### config.mk
export PLATFORM = sky130hd
export DESIGN_NAME = hdsu_ram
export DESIGN_NICKNAME = d
export VERILOG_FILES = /design/src/rtl/hdsu_ram.sv
export SDC_FILE = /design/constraint.sdc
export NUM_CORES = 2
export LEC_CHECK = 0
export BUFFER_PORTS_ARGS = -buffer_cell sky130_fd_sc_hd__buf_2
export CAP_MARGIN = 30
export CELL_PAD_IN_SITES_DETAIL_PLACEMENT = 0
export CELL_PAD_IN_SITES_GLOBAL_PLACEMENT = 1
export CORE_ASPECT_RATIO = 1.4
export CORE_UTILIZATION = 30
export DETAILED_ROUTE_END_ITERATION = 10
export PLACE_DENSITY = 0.56
export SETUP_SLACK_MARGIN = 0.15
export SYNTH_ARGS = -nofsm -noshare
export SYNTH_HDL_FRONTEND = slang
export SYNTH_SLANG_ARGS = --single-unit
### constraint.sdc
create_clock -name clk_i -period 2.4 [get_ports clk_i]
set_clock_uncertainty 0.15 [all_clocks]
set_input_delay 0.12 -clock clk_i [delete_from_list [all_inputs] [get_ports clk_i]]
set_output_delay 0.12 -clock clk_i [all_outputs]
set_load 0.05 [all_outputs]
### src/rtl/hdsu_ram.sv
// Generic single-write, single-read synchronous RAM with registered read data.
module hdsu_ram #(
  parameter int DEPTH = 256,
  parameter int WIDTH = 8
) (
  input  logic                     clk_i,
  input  logic                     we_i,
  input  logic [$clog2(DEPTH)-1:0] waddr_i,
  input  logic [WIDTH-1:0]         wdata_i,
  input  logic                     re_i,
  input  logic [$clog2(DEPTH)-1:0] raddr_i,
  output logic [WIDTH-1:0]         rdata_o
);

  logic [WIDTH-1:0] mem_q [DEPTH];
  logic [WIDTH-1:0] rdata_q;

  always_ff @(posedge clk_i) begin
    if (we_i) begin
      mem_q[waddr_i] <= wdata_i;
    end
    if (re_i) begin
      rdata_q <= mem_q[raddr_i];
    end
  end

  assign rdata_o = rdata_q;

endmodule

==> flow_metrics.env <==
export IMPL_status="finished with violations"
export IMPL_violations="design-rule violations, negative setup slack"
export IMPL_finalSetupViolCount=7
export IMPL_gr_max_usage_layer="met2"
export IMPL_worstPathRequired_ns=2.84
export IMPL_drc=2
export IMPL_cts_clk_slew_worst_paths_ns=0.07
export IMPL_netlist_area_um2=79640
export IMPL_cts_root_buf="clkbuf_16"
export IMPL_synth_distinct_cells=54
export IMPL_synthCells=3733
export IMPL_antenna_found_initial=8
export IMPL_die_h_um=611.6
export IMPL_maxCapViolCount=0
export IMPL_grt_pass1_vias=42602
export IMPL_cts_path_max_buffers=4
export IMPL_yosysSeqAreaShare_pct=77.53
export IMPL_insertion_delay_ns=0.86
export IMPL_grt_pass1_wl_um=322000
export IMPL_dp_hpwl_um=154800
export IMPL_synth_ff_type="edfxtp_1"
export IMPL_syn_nets=3760
export IMPL_p_leak_nw=30.93
export IMPL_rsz0062_at_grt="true"
export IMPL_p_total_mw=74.28
export IMPL_yosysMostFrequentCell="edfxtp_1"
export IMPL_synth_top_area_share_pct=77.53
export IMPL_vias=40488
export IMPL_grt_util_met3_pct=1.721
export IMPL_rows=223
export IMPL_worst_pin_slew_ns=0.9321
export IMPL_synthTopCellsByCount="2056 x edfxtp_1, 454 x mux4_2, 282 x nor2_1, 134 x mux2i_1, 133 x a22oi_1"
export IMPL_place_area_um2=89760
export IMPL_grtUsageMet1_pct=19.76
export IMPL_cts_tree="done"
export IMPL_io_pins=35
export IMPL_initial_core_util_pct=30.20
export IMPL_first_pass_iters=8
export IMPL_synth_largest_area_cell="edfxtp_1"
export IMPL_routed_wl_um=227100
export IMPL_hold_violations=0
export IMPL_cp_start_kind="flop"
export IMPL_cts_made_buffers=191
export IMPL_grt_max_degree=71
export IMPL_crit_path_end_kind="flop"
export IMPL_yosys_top_cells_area="edfxtp_1 78%, mux4_2 13%, mux2i_1 1.7%, nor2_1 1.3%, a22oi_1 1.3%"
export IMPL_clkSinkCount=2056
export IMPL_fin_setup_tns_ns=-0.5040
export IMPL_core_um2=263700
export IMPL_slew_headroom_pct=37.86
export IMPL_setup_slack_ns=-0.1226
export IMPL_fin_crit_ns=2.523
export IMPL_power_density_nw_per_um2=768.0
export IMPL_ys_ff_latch=2056
export IMPL_crit_type="flop to flop"
export IMPL_crit_arrival_ns=2.96
export IMPL_post_drt_wl_per_cell_um=27.77
export IMPL_area_growth_pct=21.44
export IMPL_gp_congestion=0.8200
export IMPL_io_buffers=34
export IMPL_drive_gt1_share_pct=35.02
export IMPL_final_max_slew_viol_count=0
export IMPL_grt_overflow_total=0
export IMPL_synthArstFlopShare_pct=0
export IMPL_hold_class="primary input to flop"
export IMPL_drt_initial_drc_count=3414
export IMPL_fmax_mhz=396.4
export IMPL_final_nets=4568
export IMPL_syn_area_per_cell_um2=21.33
export IMPL_grt_usage_pct=16.78
export IMPL_period_share_pct=105.1
export IMPL_die_w_um=437.4
export IMPL_fin_area_um2=96710
export IMPL_irDropWorstVdd_mv=0.4782
export IMPL_ant_nets=0
export IMPL_synth_enable_flop_cells=2056
export IMPL_h_tree_depth=4
export IMPL_synth_yosys_warnings=0
export IMPL_cp_max_fo=1
export IMPL_viasPerCell=4.951
export IMPL_grtUsageMet2_pct=31.55
export IMPL_pre_cts_slack_ns=-1.466
export IMPL_die_area_um2=267500
## flip-flops by register name (all words and copies together) (netlist names)
name	count
rdata_o	8
mem_q	2048
## logic make-up (layout without fill, tap and decap cells)
kind of cell    after synthesis  count (layout)  share of synthesized area [%]
other cells                   0               5                              0
compound gates              385             385                          3.416
mux                         591             591                          14.60
buf+inv                     235            1188                          1.829
simple gates                466             466                          2.625
flops                      2056            2056                          77.53
## layout by cell type, fill, tap and decap left out, drive strengths merged, types with 6 or more instances in the layout
master / n
a211oi: 16
clkinv: 78
o221ai: 47
clkbuf: 231
nand2b: 8
dlygate4sd3: 18
buf: 828
edfxtp: 2056
mux4: 456
o21ai: 12
mux2i: 134
clkinvlp: 9
nor2b: 31
a22oi: 133
o211ai: 10
nand2: 33
a221oi: 14
nor3: 22
nand3: 34
nand4: 10
bufinv: 18
nor2: 282
inv: 6
nor4: 27
a22o: 8
a21oi: 96
and2: 6
o22ai: 28
## power breakdown
group | leakage, nW | total (mW) | switching [mW] | internal [mW]
Sequential | 18.5 | 39.7 | 0.0737 | 39.6
Clock | 2.91 | 29.9 | 13.2 | 16.8
Combinational | 9.53 | 4.68 | 2.81 | 1.87
## worst max-delay path: stages, from the launching register on
cell and delay (ns):
edfxtp_1 0.37, mux4_2 0.53, mux4_2 0.52, nor2_2 0.10, a2111oi_1 0.06, buf_4 0.17
nor3_4 0.12, buf_6 0.19, nor4_4 0.06
## per-stage QoR
step,utilization [%],std cells,hold WS (ns)
after floorplan,-,3733,0.06887
after global placement,34.03,7808,0.4439
after detailed placement,34.04,7815,0.4486
after CTS,36.58,8171,0.03342
after global routing,36.68,8174,0.08250
final,36.68,8178,0.1156
## repair_timing
item | 4_1_cts | 5_1_grt
pin swaps | 30 | 17
resized for setup | 89 | 40
buffers inserted | 0 | 0
setup endpoints to repair | 10 | 8
gates cloned | 0 | 2
hold buffers | 18 | 0
hold endpoints to repair | 2338 | 0
## worst paths after layout
kind	start	to	slack (ns)	cells past startpoint
max	mem_q[134][0]	rdata_o[0]	-0.12	8
min reg2reg	mem_q[41][3]	rdata_o[3]	1.06	7
max reg2reg	mem_q[134][0]	rdata_o[0]	-0.12	8
min	waddr_i[4]	mem_q[180][7]	0.12	5
## layer usage
layer,share of wire (%),vias to the layer above
met2,55,954
met1,38,21890
met4,3.4,4
met3,3.9,326
met5,0.012,-
li1,-,17314
## area by class of cell
class	instances	area, um2
fill	24155	167000
sequential	2056	61740
multi-input combinational	1442	17160
timing repair buffer	848	7436
clock buffer	229	5007
tap	3487	4363
clock inverter	109	989.7
antenna	5	12.51
inverter	2	7.507
Power figures use the tool's default switching activity.
