$ cat src/rtl/hdsu_pkg.sv
// Package with shared types and constants of the Huffman delta sample unpacker.
package hdsu_pkg;

  localparam int TREE_NODES  = 256;
  localparam int TREE_AW     = $clog2(TREE_NODES);
  localparam int STACK_DEPTH = 128;
  localparam int STACK_AW    = $clog2(STACK_DEPTH);
  localparam int VALUE_BITS  = 7;
  localparam int CHILD_W     = 9;
  localparam int COUNT_W     = 24;

  localparam logic [CHILD_W-1:0] NO_BRANCH  = 9'h1FF;
  localparam logic [CHILD_W-1:0] UNFOLLOWED = 9'h1FE;
  localparam logic [7:0]         SIGN_MASK  = 8'hFF;

  typedef enum logic [1:0] {
    STATUS_OK        = 2'd0,
    STATUS_UNDERRUN  = 2'd1,
    STATUS_MALFORMED = 2'd2
  } status_e;

  typedef enum logic [2:0] {
    PH_VALUE = 3'd0,
    PH_LEFT  = 3'd1,
    PH_RIGHT = 3'd2,
    PH_SIGN  = 3'd3,
    PH_WALK  = 3'd4
  } phase_e;

  typedef enum logic [2:0] {
    S_IDLE,
    S_CHECK,
    S_BIT,
    S_RESOLVE,
    S_POP,
    S_POPN,
    S_FETCH,
    S_END
  } state_e;

  typedef struct packed {
    logic [VALUE_BITS-1:0] val;
    logic [CHILD_W-1:0]    left;
    logic [CHILD_W-1:0]    right;
  } tree_entry_t;

  typedef struct packed {
    logic              we;
    logic [TREE_AW-1:0] waddr;
    tree_entry_t       wdata;
    logic              re;
    logic [TREE_AW-1:0] raddr;
  } tree_req_t;

  typedef struct packed {
    logic                we;
    logic [STACK_AW-1:0] waddr;
    logic [TREE_AW-1:0]  wdata;
    logic                re;
    logic [STACK_AW-1:0] raddr;
  } stack_req_t;

  typedef struct packed {
    logic       valid;
    logic [7:0] value;
    logic       last;
    status_e    status;
  } emit_t;

endpackage

$ cat src/rtl/hdsu_ctrl.sv
// Bit-serial sequencer: tree rebuild, backtracking and sample walk over the RAMs.
module hdsu_ctrl (
  input  logic                          clk_i,
  input  logic                          rst_ni,
  input  logic                          in_valid_i,
  input  logic [7:0]                    in_byte_i,
  input  logic                          in_last_i,
  output logic                          in_ready_o,
  input  logic [hdsu_pkg::COUNT_W-1:0]  sample_count_i,
  input  logic                          slot_free_i,
  output hdsu_pkg::emit_t               emit_o,
  output hdsu_pkg::tree_req_t           tree_req_o,
  input  hdsu_pkg::tree_entry_t         tree_rdata_i,
  output hdsu_pkg::stack_req_t          stack_req_o,
  input  logic [hdsu_pkg::TREE_AW-1:0]  stack_rdata_i
);

  hdsu_pkg::state_e st_q, st_d;
  hdsu_pkg::phase_e ph_q, ph_d;
  logic [7:0] byte_q, byte_d;
  logic last_q, last_d;
  logic [2:0] bit_q, bit_d;
  logic [hdsu_pkg::STACK_AW:0] lvl_q, lvl_d;
  logic [hdsu_pkg::TREE_AW-1:0] cur_q, cur_d;
  logic [hdsu_pkg::TREE_AW:0] free_q, free_d;
  logic [hdsu_pkg::VALUE_BITS-1:0] vb_q, vb_d;
  logic [2:0] vc_q, vc_d;
  logic sign_q, sign_d;
  logic [7:0] total_q, total_d;
  logic [hdsu_pkg::COUNT_W-1:0] done_q, done_d;
  logic fin_q, fin_d;
  hdsu_pkg::tree_entry_t ent_q, ent_d;

  logic b;
  logic [hdsu_pkg::CHILD_W-1:0] nx;
  logic [7:0] leaf_v;
  logic [7:0] sum;
  logic [hdsu_pkg::COUNT_W-1:0] done_inc;
  logic stall;
  logic to_end;

  assign b        = byte_q[bit_q];
  assign nx       = b ? ent_q.right : ent_q.left;
  assign leaf_v   = {1'b0, tree_rdata_i.val} ^ (sign_q ? hdsu_pkg::SIGN_MASK : 8'h00);
  assign sum      = total_q + leaf_v;
  assign done_inc = done_q + 1'b1;
  assign to_end   = (bit_q == 3'd7);
  assign in_ready_o = (st_q == hdsu_pkg::S_IDLE);

  always_comb begin
    st_d = st_q; ph_d = ph_q; byte_d = byte_q; last_d = last_q; bit_d = bit_q;
    lvl_d = lvl_q; cur_d = cur_q; free_d = free_q; vb_d = vb_q; vc_d = vc_q;
    sign_d = sign_q; total_d = total_q; done_d = done_q; fin_d = fin_q; ent_d = ent_q;
    emit_o = '0;
    emit_o.status = hdsu_pkg::STATUS_OK;
    tree_req_o = '0;
    stack_req_o = '0;

    case (st_q)
      hdsu_pkg::S_IDLE: begin
        if (in_valid_i) begin
          byte_d = in_byte_i;
          last_d = in_last_i;
          bit_d  = 3'd0;
          st_d   = hdsu_pkg::S_CHECK;
        end
      end
      hdsu_pkg::S_CHECK: begin
        if (!fin_q && ph_q == hdsu_pkg::PH_SIGN && done_q >= sample_count_i) begin
          emit_o.valid = 1'b1;
          emit_o.last  = 1'b1;
          fin_d = 1'b1;
          st_d  = hdsu_pkg::S_END;
        end else begin
          st_d = fin_q ? hdsu_pkg::S_END : hdsu_pkg::S_BIT;
        end
      end
      hdsu_pkg::S_BIT: begin
        // Bits that finish in a later state advance the bit index there.
        st_d  = to_end ? hdsu_pkg::S_END : hdsu_pkg::S_BIT;
        case (ph_q)
          hdsu_pkg::PH_VALUE: begin
            bit_d = bit_q + 3'd1;
            vb_d = vb_q | (hdsu_pkg::VALUE_BITS'(b) << vc_q);
            vc_d = vc_q + 3'd1;
            if (vc_q == 3'(hdsu_pkg::VALUE_BITS - 1)) begin
              ent_d.val = vb_d;
              ph_d = hdsu_pkg::PH_LEFT;
            end
          end
          hdsu_pkg::PH_LEFT: begin
            bit_d = bit_q + 3'd1;
            ent_d.left = b ? hdsu_pkg::UNFOLLOWED : hdsu_pkg::NO_BRANCH;
            ph_d = hdsu_pkg::PH_RIGHT;
          end
          hdsu_pkg::PH_RIGHT: begin
            ent_d.right = b ? hdsu_pkg::UNFOLLOWED : hdsu_pkg::NO_BRANCH;
            st_d = hdsu_pkg::S_RESOLVE;
          end
          hdsu_pkg::PH_SIGN: begin
            sign_d = b;
            cur_d  = '0;
            ph_d   = hdsu_pkg::PH_WALK;
            tree_req_o.re = 1'b1;
            tree_req_o.raddr = '0;
            st_d = hdsu_pkg::S_FETCH;
          end
          default: begin
            if (nx[hdsu_pkg::TREE_AW]) begin
              emit_o.valid  = 1'b1;
              emit_o.last   = 1'b1;
              emit_o.status = hdsu_pkg::STATUS_MALFORMED;
              fin_d = 1'b1;
              st_d  = hdsu_pkg::S_END;
            end else begin
              cur_d = nx[hdsu_pkg::TREE_AW-1:0];
              tree_req_o.re = 1'b1;
              tree_req_o.raddr = nx[hdsu_pkg::TREE_AW-1:0];
              st_d = hdsu_pkg::S_FETCH;
            end
          end
        endcase
      end
      hdsu_pkg::S_FETCH: begin
        // Entry of the node just stepped to is on the read port now.
        ent_d = tree_rdata_i;
        bit_d = bit_q + 3'd1;
        st_d  = to_end ? hdsu_pkg::S_END : hdsu_pkg::S_BIT;
        if (tree_rdata_i.left == hdsu_pkg::NO_BRANCH &&
            tree_rdata_i.right == hdsu_pkg::NO_BRANCH) begin
          total_d = sum;
          done_d  = done_inc;
          ph_d    = hdsu_pkg::PH_SIGN;
          emit_o.valid = 1'b1;
          emit_o.value = sum;
          if (done_inc >= sample_count_i) begin
            emit_o.last = 1'b1;
            fin_d = 1'b1;
            st_d  = hdsu_pkg::S_END;
          end
        end
      end
      hdsu_pkg::S_RESOLVE: begin
        tree_req_o.we    = 1'b1;
        tree_req_o.waddr = cur_q;
        tree_req_o.wdata = ent_q;
        if (ent_q.left == hdsu_pkg::UNFOLLOWED || ent_q.right == hdsu_pkg::UNFOLLOWED) begin
          if (lvl_q >= (hdsu_pkg::STACK_AW+1)'(hdsu_pkg::STACK_DEPTH) ||
              free_q >= (hdsu_pkg::TREE_AW+1)'(hdsu_pkg::TREE_NODES)) begin
            emit_o.valid  = 1'b1;
            emit_o.last   = 1'b1;
            emit_o.status = hdsu_pkg::STATUS_MALFORMED;
            fin_d = 1'b1;
            st_d  = hdsu_pkg::S_END;
          end else begin
            if (ent_q.left == hdsu_pkg::UNFOLLOWED) begin
              tree_req_o.wdata.left = {1'b0, free_q[hdsu_pkg::TREE_AW-1:0]};
            end else begin
              tree_req_o.wdata.right = {1'b0, free_q[hdsu_pkg::TREE_AW-1:0]};
            end
            stack_req_o.we    = 1'b1;
            stack_req_o.waddr = lvl_q[hdsu_pkg::STACK_AW-1:0];
            stack_req_o.wdata = cur_q;
            lvl_d  = lvl_q + 1'b1;
            cur_d  = free_q[hdsu_pkg::TREE_AW-1:0];
            free_d = free_q + 1'b1;
            ph_d   = hdsu_pkg::PH_VALUE;
            vb_d   = '0;
            vc_d   = '0;
            bit_d  = bit_q + 3'd1;
            st_d   = to_end ? hdsu_pkg::S_END : hdsu_pkg::S_BIT;
          end
        end else if (lvl_q == '0) begin
          ph_d  = hdsu_pkg::PH_SIGN;
          bit_d = bit_q + 3'd1;
          st_d  = to_end ? hdsu_pkg::S_END : hdsu_pkg::S_BIT;
          if (done_q >= sample_count_i) begin
            emit_o.valid = 1'b1;
            emit_o.last  = 1'b1;
            fin_d = 1'b1;
            st_d  = hdsu_pkg::S_END;
          end
        end else begin
          lvl_d = lvl_q - 1'b1;
          stack_req_o.re    = 1'b1;
          stack_req_o.raddr = lvl_d[hdsu_pkg::STACK_AW-1:0];
          st_d = hdsu_pkg::S_POP;
        end
      end
      hdsu_pkg::S_POP: begin
        cur_d = stack_rdata_i;
        tree_req_o.re    = 1'b1;
        tree_req_o.raddr = stack_rdata_i;
        st_d = hdsu_pkg::S_POPN;
      end
      hdsu_pkg::S_POPN: begin
        ent_d = tree_rdata_i;
        st_d  = hdsu_pkg::S_RESOLVE;
      end
      hdsu_pkg::S_END: begin
        st_d = hdsu_pkg::S_IDLE;
        if (last_q) begin
          if (!fin_q) begin
            emit_o.valid  = 1'b1;
            emit_o.last   = 1'b1;
            emit_o.status = hdsu_pkg::STATUS_UNDERRUN;
          end
          lvl_d = '0; cur_d = '0; free_d = (hdsu_pkg::TREE_AW+1)'(1);
          ph_d = hdsu_pkg::PH_VALUE; vb_d = '0; vc_d = '0; sign_d = 1'b0;
          total_d = '0; done_d = '0; fin_d = 1'b0;
        end
      end
      default: begin
        st_d = hdsu_pkg::S_IDLE;
      end
    endcase

    // A result with no free output slot holds the whole step.
    stall = emit_o.valid && !slot_free_i;
    if (stall) begin
      st_d = st_q; ph_d = ph_q; byte_d = byte_q; last_d = last_q; bit_d = bit_q;
      lvl_d = lvl_q; cur_d = cur_q; free_d = free_q; vb_d = vb_q; vc_d = vc_q;
      sign_d = sign_q; total_d = total_q; done_d = done_q; fin_d = fin_q; ent_d = ent_q;
      emit_o.valid = 1'b0;
      tree_req_o.we = 1'b0;
      tree_req_o.re = 1'b0;
      stack_req_o.we = 1'b0;
      stack_req_o.re = 1'b0;
    end
  end

  always_ff @(posedge clk_i or negedge rst_ni) begin
    if (!rst_ni) begin
      st_q <= hdsu_pkg::S_IDLE;
      ph_q <= hdsu_pkg::PH_VALUE;
      last_q <= 1'b0;
      bit_q <= '0;
      lvl_q <= '0;
      cur_q <= '0;
      free_q <= (hdsu_pkg::TREE_AW+1)'(1);
      vb_q <= '0;
      vc_q <= '0;
      sign_q <= 1'b0;
      total_q <= '0;
      done_q <= '0;
      fin_q <= 1'b0;
    end else begin
      st_q <= st_d;
      ph_q <= ph_d;
      last_q <= last_d;
      bit_q <= bit_d;
      lvl_q <= lvl_d;
      cur_q <= cur_d;
      free_q <= free_d;
      vb_q <= vb_d;
      vc_q <= vc_d;
      sign_q <= sign_d;
      total_q <= total_d;
      done_q <= done_d;
      fin_q <= fin_d;
    end
  end

  always_ff @(posedge clk_i) begin
    byte_q <= byte_d;
    ent_q  <= ent_d;
  end

  a_stack_bound: assert property (@(posedge clk_i) disable iff (!rst_ni)
    lvl_q <= (hdsu_pkg::STACK_AW+1)'(hdsu_pkg::STACK_DEPTH))
    else $error("stack level beyond depth");
  a_node_bound: assert property (@(posedge clk_i) disable iff (!rst_ni)
    free_q <= (hdsu_pkg::TREE_AW+1)'(hdsu_pkg::TREE_NODES))
    else $error("node allocation beyond tree size");
  a_emit_slot: assert property (@(posedge clk_i) disable iff (!rst_ni)
    emit_o.valid |-> slot_free_i)
    else $error("result emitted with a full output slot");
  a_quiet_after_end: assert property (@(posedge clk_i) disable iff (!rst_ni)
    fin_q |-> !emit_o.valid)
    else $error("result after the block ended");

endmodule

$ cat config.mk
export PLATFORM = sky130hd
export DESIGN_NAME = hdsu_ctrl
export DESIGN_NICKNAME = d
export VERILOG_FILES = /design/src/rtl/hdsu_pkg.sv /design/src/rtl/hdsu_ctrl.sv
export SDC_FILE = /design/constraint.sdc
export NUM_CORES = 1
export LEC_CHECK = 0
export ABC_AREA = 1
export ABC_CLOCK_PERIOD_IN_PS = 9250
export BUFFER_PORTS_ARGS = -buffer_cell sky130_fd_sc_hd__buf_2
export CORE_AREA = 4 4 124 126
export CTS_BUF_LIST = sky130_fd_sc_hd__clkbuf_4
export DETAILED_ROUTE_END_ITERATION = 6
export DIE_AREA = 0 0 128 130
export PLACE_DENSITY = 0.91
export SYNTH_ARGS = -nofsm -noshare
export SYNTH_HDL_FRONTEND = slang
export SYNTH_SLANG_ARGS = --single-unit
$ cat constraint.sdc
create_clock -name clk_i -period 9.25 [get_ports clk_i]
set_input_delay 0 -clock clk_i [delete_from_list [all_inputs] [get_ports clk_i]]
set_output_delay 0 -clock clk_i [all_outputs]
set_load 0.005 [all_outputs]
==> metrics.cfg, run 1 <==
[yosys]
synth_compound_area_share_pct = 8.76
synth_xor_area_share_pct = 4.89
yosys.area_share.simple_pct = 34.1
synthMuxAreaShare_pct = 0
seq_area_frac_synth_pct = 33.2
synthArstFlopShare_pct = 70.5
syn_nets = 1408
ys_ff_latch = 112
synth_fa_ha_area_share_pct = 9.16
syn_area_per_cell_um2 = 7.04
syn_inst = 1273
syn_area_um2 = 8960
ys_types = 48
synth-edff-count = 33
ys.flop_type = dfrtp_1
synth_top_family_by_area = simple AND/OR/NAND/NOR gates
yosys_warnings = 0

[layout]
final_common_cell = nand2_1
area_growth_pct = 15.2
drive_gt1_share_pct = 15.6
final_cell_mix = 348 x nand2_1, 161 x inv_1, 148 x buf_2
nets = 1570

[routing]
vias = 9424
route.detailed.drc = 0
drtIter0Drc = 988
detail_route.vias_per_cell = 5.80
wl_mm = 26.0
first_pass_iters = 6
wl_per_cell_um = 16.0
antenna_left = 0

[global_routing]
gr-total-overflow = 0
met1_usage_pct = 39.8
grt_pass1_vias = 8838
grt.total_usage_pct = 31.0
top_usage_layer = met2
antenna_found_initial = 1
grt_max_degree = 80
grt_pass1_wl_mm = 42.0
use_met2_pct = 49.9
met3_usage_pct = 6.96

[place]
dp_slack_ns = 5.23
io_buffers = 149
dp.final_hpwl_mm = 18.3
gp_congestion = 0.939

[timing]
setup_viol_count_final = 0
fin_crit_sh_pct = 51.2
timing.fmax_ghz = 0.211
worstMarginPinSlew_ns = 1.24
fin_crit_ns = 4.73
fin_ws_ns = 4.52
finalSetupTns_ns = 0
max_slew_margin_pct = 17.2
skew_ns = 0.0631
slew_violations = 0
hold_viol_final = 0
rsz0062_at_grt = no

[pwr]
peakVddDrop_uv = 161
p_leak_nw = 5.76
cellPowerDensity_nw_per_um2 = 259
finalPower_mw = 2.67

[setup_path]
r2r_start = st_q[1]
cp_max_fo = 77
critical_path_arrival_ns = 5.21
cp-start-kind = flip-flop
cp.required_ns = 9.73
critPathKind = reg -> reg
r2r_cells = 15
end_kind = flip-flop
timing.rr.end = last_q
r2r_setup_slack_ns = 4.52

[cts]
htree_levels = 3
numCtsBuffers = 9
worst_skew_pair.late_latency_ns = 0.56
cts_tree = done
clkTransAtPathRegs_ns = 0.24
cts_sinks = 112
cts_resized = 0
clk_path_buf_depth = 2
clock-root-buffer = clkbuf_4

[job]
max-cap-violations = 0

[die]
start_util_pct = 62.6
core_um2 = 14300
core.rowCount = 44
die_y_um = 130
num_io_pins = 150
die_w_um = 128
fp.dieArea_um2 = 16600

[run_status]
status = finished clean

[worst_hold_path]
hp-class = in -> async

==> per-layer routing <==
layer / vias up / part of all wire (%)
met3: 132 / 9.6
met2: 558 / 46
met5: - / 0
met4: 0 / 5.4
li1: 4472 / -
met1: 4262 / 39
==> cell usage after synthesis, drive strengths merged (4+ instances only) <==
library cell	instances	area, µm²
nand2	353	1340
inv	172	646
nor2	151	601
dfrtp	78	1950
nand4	78	488
ha	64	801
nand3	61	330
o21ai	57	285
a21oi	43	219
xor2	36	315
edfxtp	33	991
or2	25	156
clkbuf	24	91.3
buf	23	156
nor3	16	80.1
xnor2	14	123
o211ai	9	67.6
o211a	7	70.1
a31oi	5	31.3
nor4	4	25.0
==> what timing repair did <==
| item | 4_1_cts | 5_1_grt |
|---|---|---|
| endpoints found under the setup margin | 0 | 0 |
| hold endpoints to repair | 124 | 0 |
| hold buffers | 46 | 0 |
| buffers inserted | 0 | 0 |
==> registers in the layout (all words and copies together) (netlist names) <==
register	flops
vc_q	3
fin_q	1
sign_q	1
done_q	24
lvl_q	8
last_q	1
ent_q	25
vb_q	7
free_q	9
ph_q	3
cur_q	8
byte_q	8
total_q	8
bit_q	3
st_q	3
==> power breakdown <==
group | switching (mW) | internal (mW) | total [mW]
registers | 0.155 | 0.678 | 0.832
logic | 1.05 | 0.533 | 1.58
clock network | 0.193 | 0.0631 | 0.256
total | 1.39 | 1.27 | 2.67
==> cell type report <==
class                           instances  area, µm²
Antenna cell                            1       2.50
Clock buffer                            9       67.6
Clock inverter                          7       73.8
Fill cell                            1100       3990
Inverter                              172        646
Multi-Input combinational cell        942       5100
Sequential cell                       112       2970
Tap cell                              184        230
Timing Repair Buffer                  198       1230
==> cells by family after synthesis <==
group | after synthesis
flops | 112
fa+ha+maj | 65
xor+xnor | 50
buf+inv | 219
compound gates | 135
simple gates | 692
==> metrics by stage <==
stage | utilization (%) | instance area, µm² | std cells | hold WS, ns
6_report | 72.1 | 10300 | 1625 | 0.153
5_1_grt | 72.1 | 10300 | 1625 | 0.136
4_1_cts | 72.1 | 10300 | 1624 | 0.152
3_5_place_dp | 67.9 | 9720 | 1562 | 0.179
3_3_place_gp | 67.9 | 9720 | 1562 | 0.177
2_1_floorplan | - | 8960 | 1273 | -0.296
==> worst max path at each step <==
stage / end / cells past startpoint / slack, ns / start
final: last_q / 15 / 4.52 / st_q[1]
after global routing: last_q / 15 / 4.18 / st_q[1]
after CTS: last_q / 15 / 4.65 / st_q[1]
after detailed placement: done_q[3] / 14 / 5.23 / st_q[1]
after global placement: done_q[18] / 12 / 5.46 / st_q[2]
after floorplan: fin_q / 24 / 6.32 / done_q[0]
==> critical path, stage by stage, from the launching register on <==
cell	delay, ns
dfrtp_1	0.53
inv_2	0.08
nor2_2	0.13
inv_2	0.09
nor2_2	0.94
nand3_1	0.58
nand2_1	0.19
inv_1	0.05
nand2_1	0.07
inv_2	0.04
nand2_2	0.07
nand2_4	0.44
nand4_1	0.25
dlygate4sd3_1	0.58
nand2_1	0.05
dlygate4sd3_1	0.57
No activity file was read; power rests on OpenSTA's default activity.
==> run 2: changes to the inputs <==
--- a/config.mk
+++ b/config.mk
@@ -6,13 +6,13 @@
 export NUM_CORES = 1
 export LEC_CHECK = 0
 export ABC_AREA = 1
-export ABC_CLOCK_PERIOD_IN_PS = 9250
+export ABC_CLOCK_PERIOD_IN_PS = 4200
 export BUFFER_PORTS_ARGS = -buffer_cell sky130_fd_sc_hd__buf_2
-export CORE_AREA = 4 4 124 126
+export CORE_AREA = 4 4 134 136
 export CTS_BUF_LIST = sky130_fd_sc_hd__clkbuf_4
 export DETAILED_ROUTE_END_ITERATION = 6
-export DIE_AREA = 0 0 128 130
-export PLACE_DENSITY = 0.91
+export DIE_AREA = 0 0 138 140
+export PLACE_DENSITY = 0.82
 export SYNTH_ARGS = -nofsm -noshare
 export SYNTH_HDL_FRONTEND = slang
 export SYNTH_SLANG_ARGS = --single-unit
==> constraint.sdc (replaced) <==
create_clock -name clk_i -period 4.2 [get_ports clk_i]
set_input_delay 0 -clock clk_i [delete_from_list [all_inputs] [get_ports clk_i]]
set_output_delay 0 -clock clk_i [all_outputs]
set_load 0.005 [all_outputs]
==> run 2 against run 1 <==
Net effect: total power rose by 120%; register-to-register slack got worse by 4.2 ns; flip-flop and latch count did not move; setup slack got worse by 4.2 ns; critical path type unchanged; critical endpoint unchanged.
==> metrics.cfg, run 2 (synthesized netlist as in run 1, its figures left out) <==
[setup_path]
cp_max_fo = 31  ; -60%
crit_family = buffers and inverters
critPathKind = reg -> reg
crit_slowest_cell = dlygate4sd3_1
cp.required_ns = 4.69  ; -5.04 ns
cp_cell_sequence = ha_1 > a21oi_1 > nor2_1 > nor2_1 > nand2_1 > a21oi_1 > nand3_1 > a21oi_1 > nand2_2 > nand2_4 > buf_4 > nand4_1 > dlygate4sd3_1 > nand2_1 > dlygate4sd3_1
cp-start-kind = flip-flop
critical_path_arrival_ns = 4.41  ; -0.80 ns
critPathMaxStageDelay_ns = 0.63  ; -0.31 ns
end_kind = flip-flop
crit_top_cell = a21oi_1
crit_buf_inv = 3  ; -3

[routing]
detail_route.vias_per_cell = 5.51  ; -5.0%
route.detailed.drc = 0  ; unchanged
antenna_left = 0  ; unchanged
wl_per_cell_um = 15.3  ; -4.4%
wl_mm = 25.6  ; -1.5%
vias = 9216  ; -2.2%
first_pass_iters = 7  ; +1
drtIter0Drc = 881  ; -11%

[global_routing]
grt_max_degree = 80  ; unchanged
gr-total-overflow = 0  ; unchanged
grt_pass1_wl_mm = 42.5  ; +1.3%
grt_pass1_vias = 8701  ; -1.6%
grt.total_usage_pct = 26.4  ; -4.6 points
antenna_found_initial = 1  ; unchanged

[cts]
worst_skew_pair.late_latency_ns = 0.54  ; -0.02 ns
clk_path_buf_depth = 2  ; unchanged
numCtsBuffers = 9  ; unchanged
htree_levels = 3  ; unchanged
clkTransAtPathRegs_ns = 0.20  ; -0.04 ns
cts_tree = done
clock-root-buffer = clkbuf_4
cts_setup_buffers = 0  ; unchanged
cts_sinks = 112  ; unchanged

[layout]
n_fill_cell = 1477  ; +34%
final_common_cell = nand2_1
final_cell_mix = 348 x nand2_1, 161 x inv_1, 148 x buf_2
area_growth_pct = 16.6
top_regs = ent_q x25, done_q x24, free_q x9
drive_gt1_share_pct = 16.0  ; +0.48 points
largest_reg_flops = 25  ; unchanged
nets = 1577  ; +0.45%
regMostFlops = ent_q

[die]
core.rowCount = 48  ; +9.1%
num_io_pins = 150  ; unchanged
fp.dieArea_um2 = 19300  ; +16%
die_y_um = 140  ; +7.7%
start_util_pct = 52.9  ; -9.7 points
core_um2 = 16900  ; +18%
die_w_um = 138  ; +7.8%

[pwr]
p_leak_nw = 5.80  ; +0.69%
finalPower_mw = 5.90  ; +120%
peakVddDrop_uv = 387  ; +140%
cellPowerDensity_nw_per_um2 = 565  ; +120%

[place]
io_buffers = 149  ; unchanged
dp_slack_ns = 0.786  ; -4.45 ns
dp.final_hpwl_mm = 18.5  ; +0.83%
gp_congestion = 0.973  ; +3.6%

[timing]
max_slew_margin_pct = 31.0  ; +14 points
hold_viol_final = 0  ; unchanged
worstMarginPinSlew_ns = 1.03  ; -0.207 ns
fin_crit_ns = 3.92  ; -0.809 ns
finalSetupTns_ns = 0  ; unchanged
rsz0062_at_grt = no
fin_ws_ns = 0.277  ; -4.24 ns
hold_slack_ns = 0.135  ; -0.0177 ns
timing.fmax_ghz = 0.255  ; +21%
fin_crit_sh_pct = 93.4  ; +42 points
skew_ns = 0.0302  ; -0.0329 ns
slew_violations = 0  ; unchanged
setup_viol_count_final = 0  ; unchanged

[worst_hold_path]
hp-class = in -> async

[job]
max-cap-violations = 0  ; unchanged

[run_status]
status = finished clean

run 2: changes by cell type in the layout (fill, tap and decap cells not counted):
cell and delta:
buf_4 +6, inv_8 +3, inv_6 -2, clkinv_1 -1, dlygate4sd3_1 +1, nor2_1 -1
nor2_2 +1
run 2: timing repair:
action                                  CTS  global route
hold buffers                             47             0
gates resized for setup                   0             1
hold endpoints to repair                126             0
endpoints found under the setup margin    0             1
run 2: metrics by stage:
step	utilization, %	area, µm²	cells
after global placement	57.9	9810	1609
after CTS	61.6	10400	1672
after detailed placement	57.9	9810	1609
after global routing	61.7	10400	1673
after floorplan	-	8960	1273
final	61.7	10400	1673
run 2: path summary, 6_finish.rpt:
path                                   start    endpoint  slack, ns  cells after the start
worst max-delay path              done_q[21]      last_q       0.28                     15
worst min-delay path                  rst_ni    cur_q[3]       0.14                      2
worst max register to register    done_q[21]      last_q       0.28                     15
worst min register to register      cur_q[7]    cur_q[7]       0.49                      2
max in group asynchronous             rst_ni  done_q[12]       3.36                      2
min in group clk_i              in_byte_i[7]   byte_q[7]       0.16                      2
run 2: layer usage:
metal	GRT usage, %	part of all wire (%)
met1	35.8	42
met2	42.9	47
met3	3.89	8.1
met4	10.3	3.4
met5	0	0
run 2: where the power goes:
| part | switching [mW] | leakage [nW] | internal, mW | total [mW] |
|---|---|---|---|---|
| registers | 0.319 | 1.32 | 1.49 | 1.81 |
| logic | 2.32 | 4.40 | 1.20 | 3.51 |
| clock network | 0.431 | 0.0835 | 0.149 | 0.580 |
| total | 3.07 | 5.80 | 2.84 | 5.90 |
run 2: cell type report:
class / count / area [µm²] / share of cell area (%)
diodes: 1 / 2.50 / 0.0240
clock buffers: 9 / 67.6 / 0.647
clock inverters: 7 / 86.3 / 0.827
inverters: 172 / 646 / 6.18
multi-input cells: 942 / 5100 / 48.9
flip-flops and latches: 112 / 2970 / 28.4
well taps: 225 / 282 / 2.70
repair buffers: 205 / 1290 / 12.3
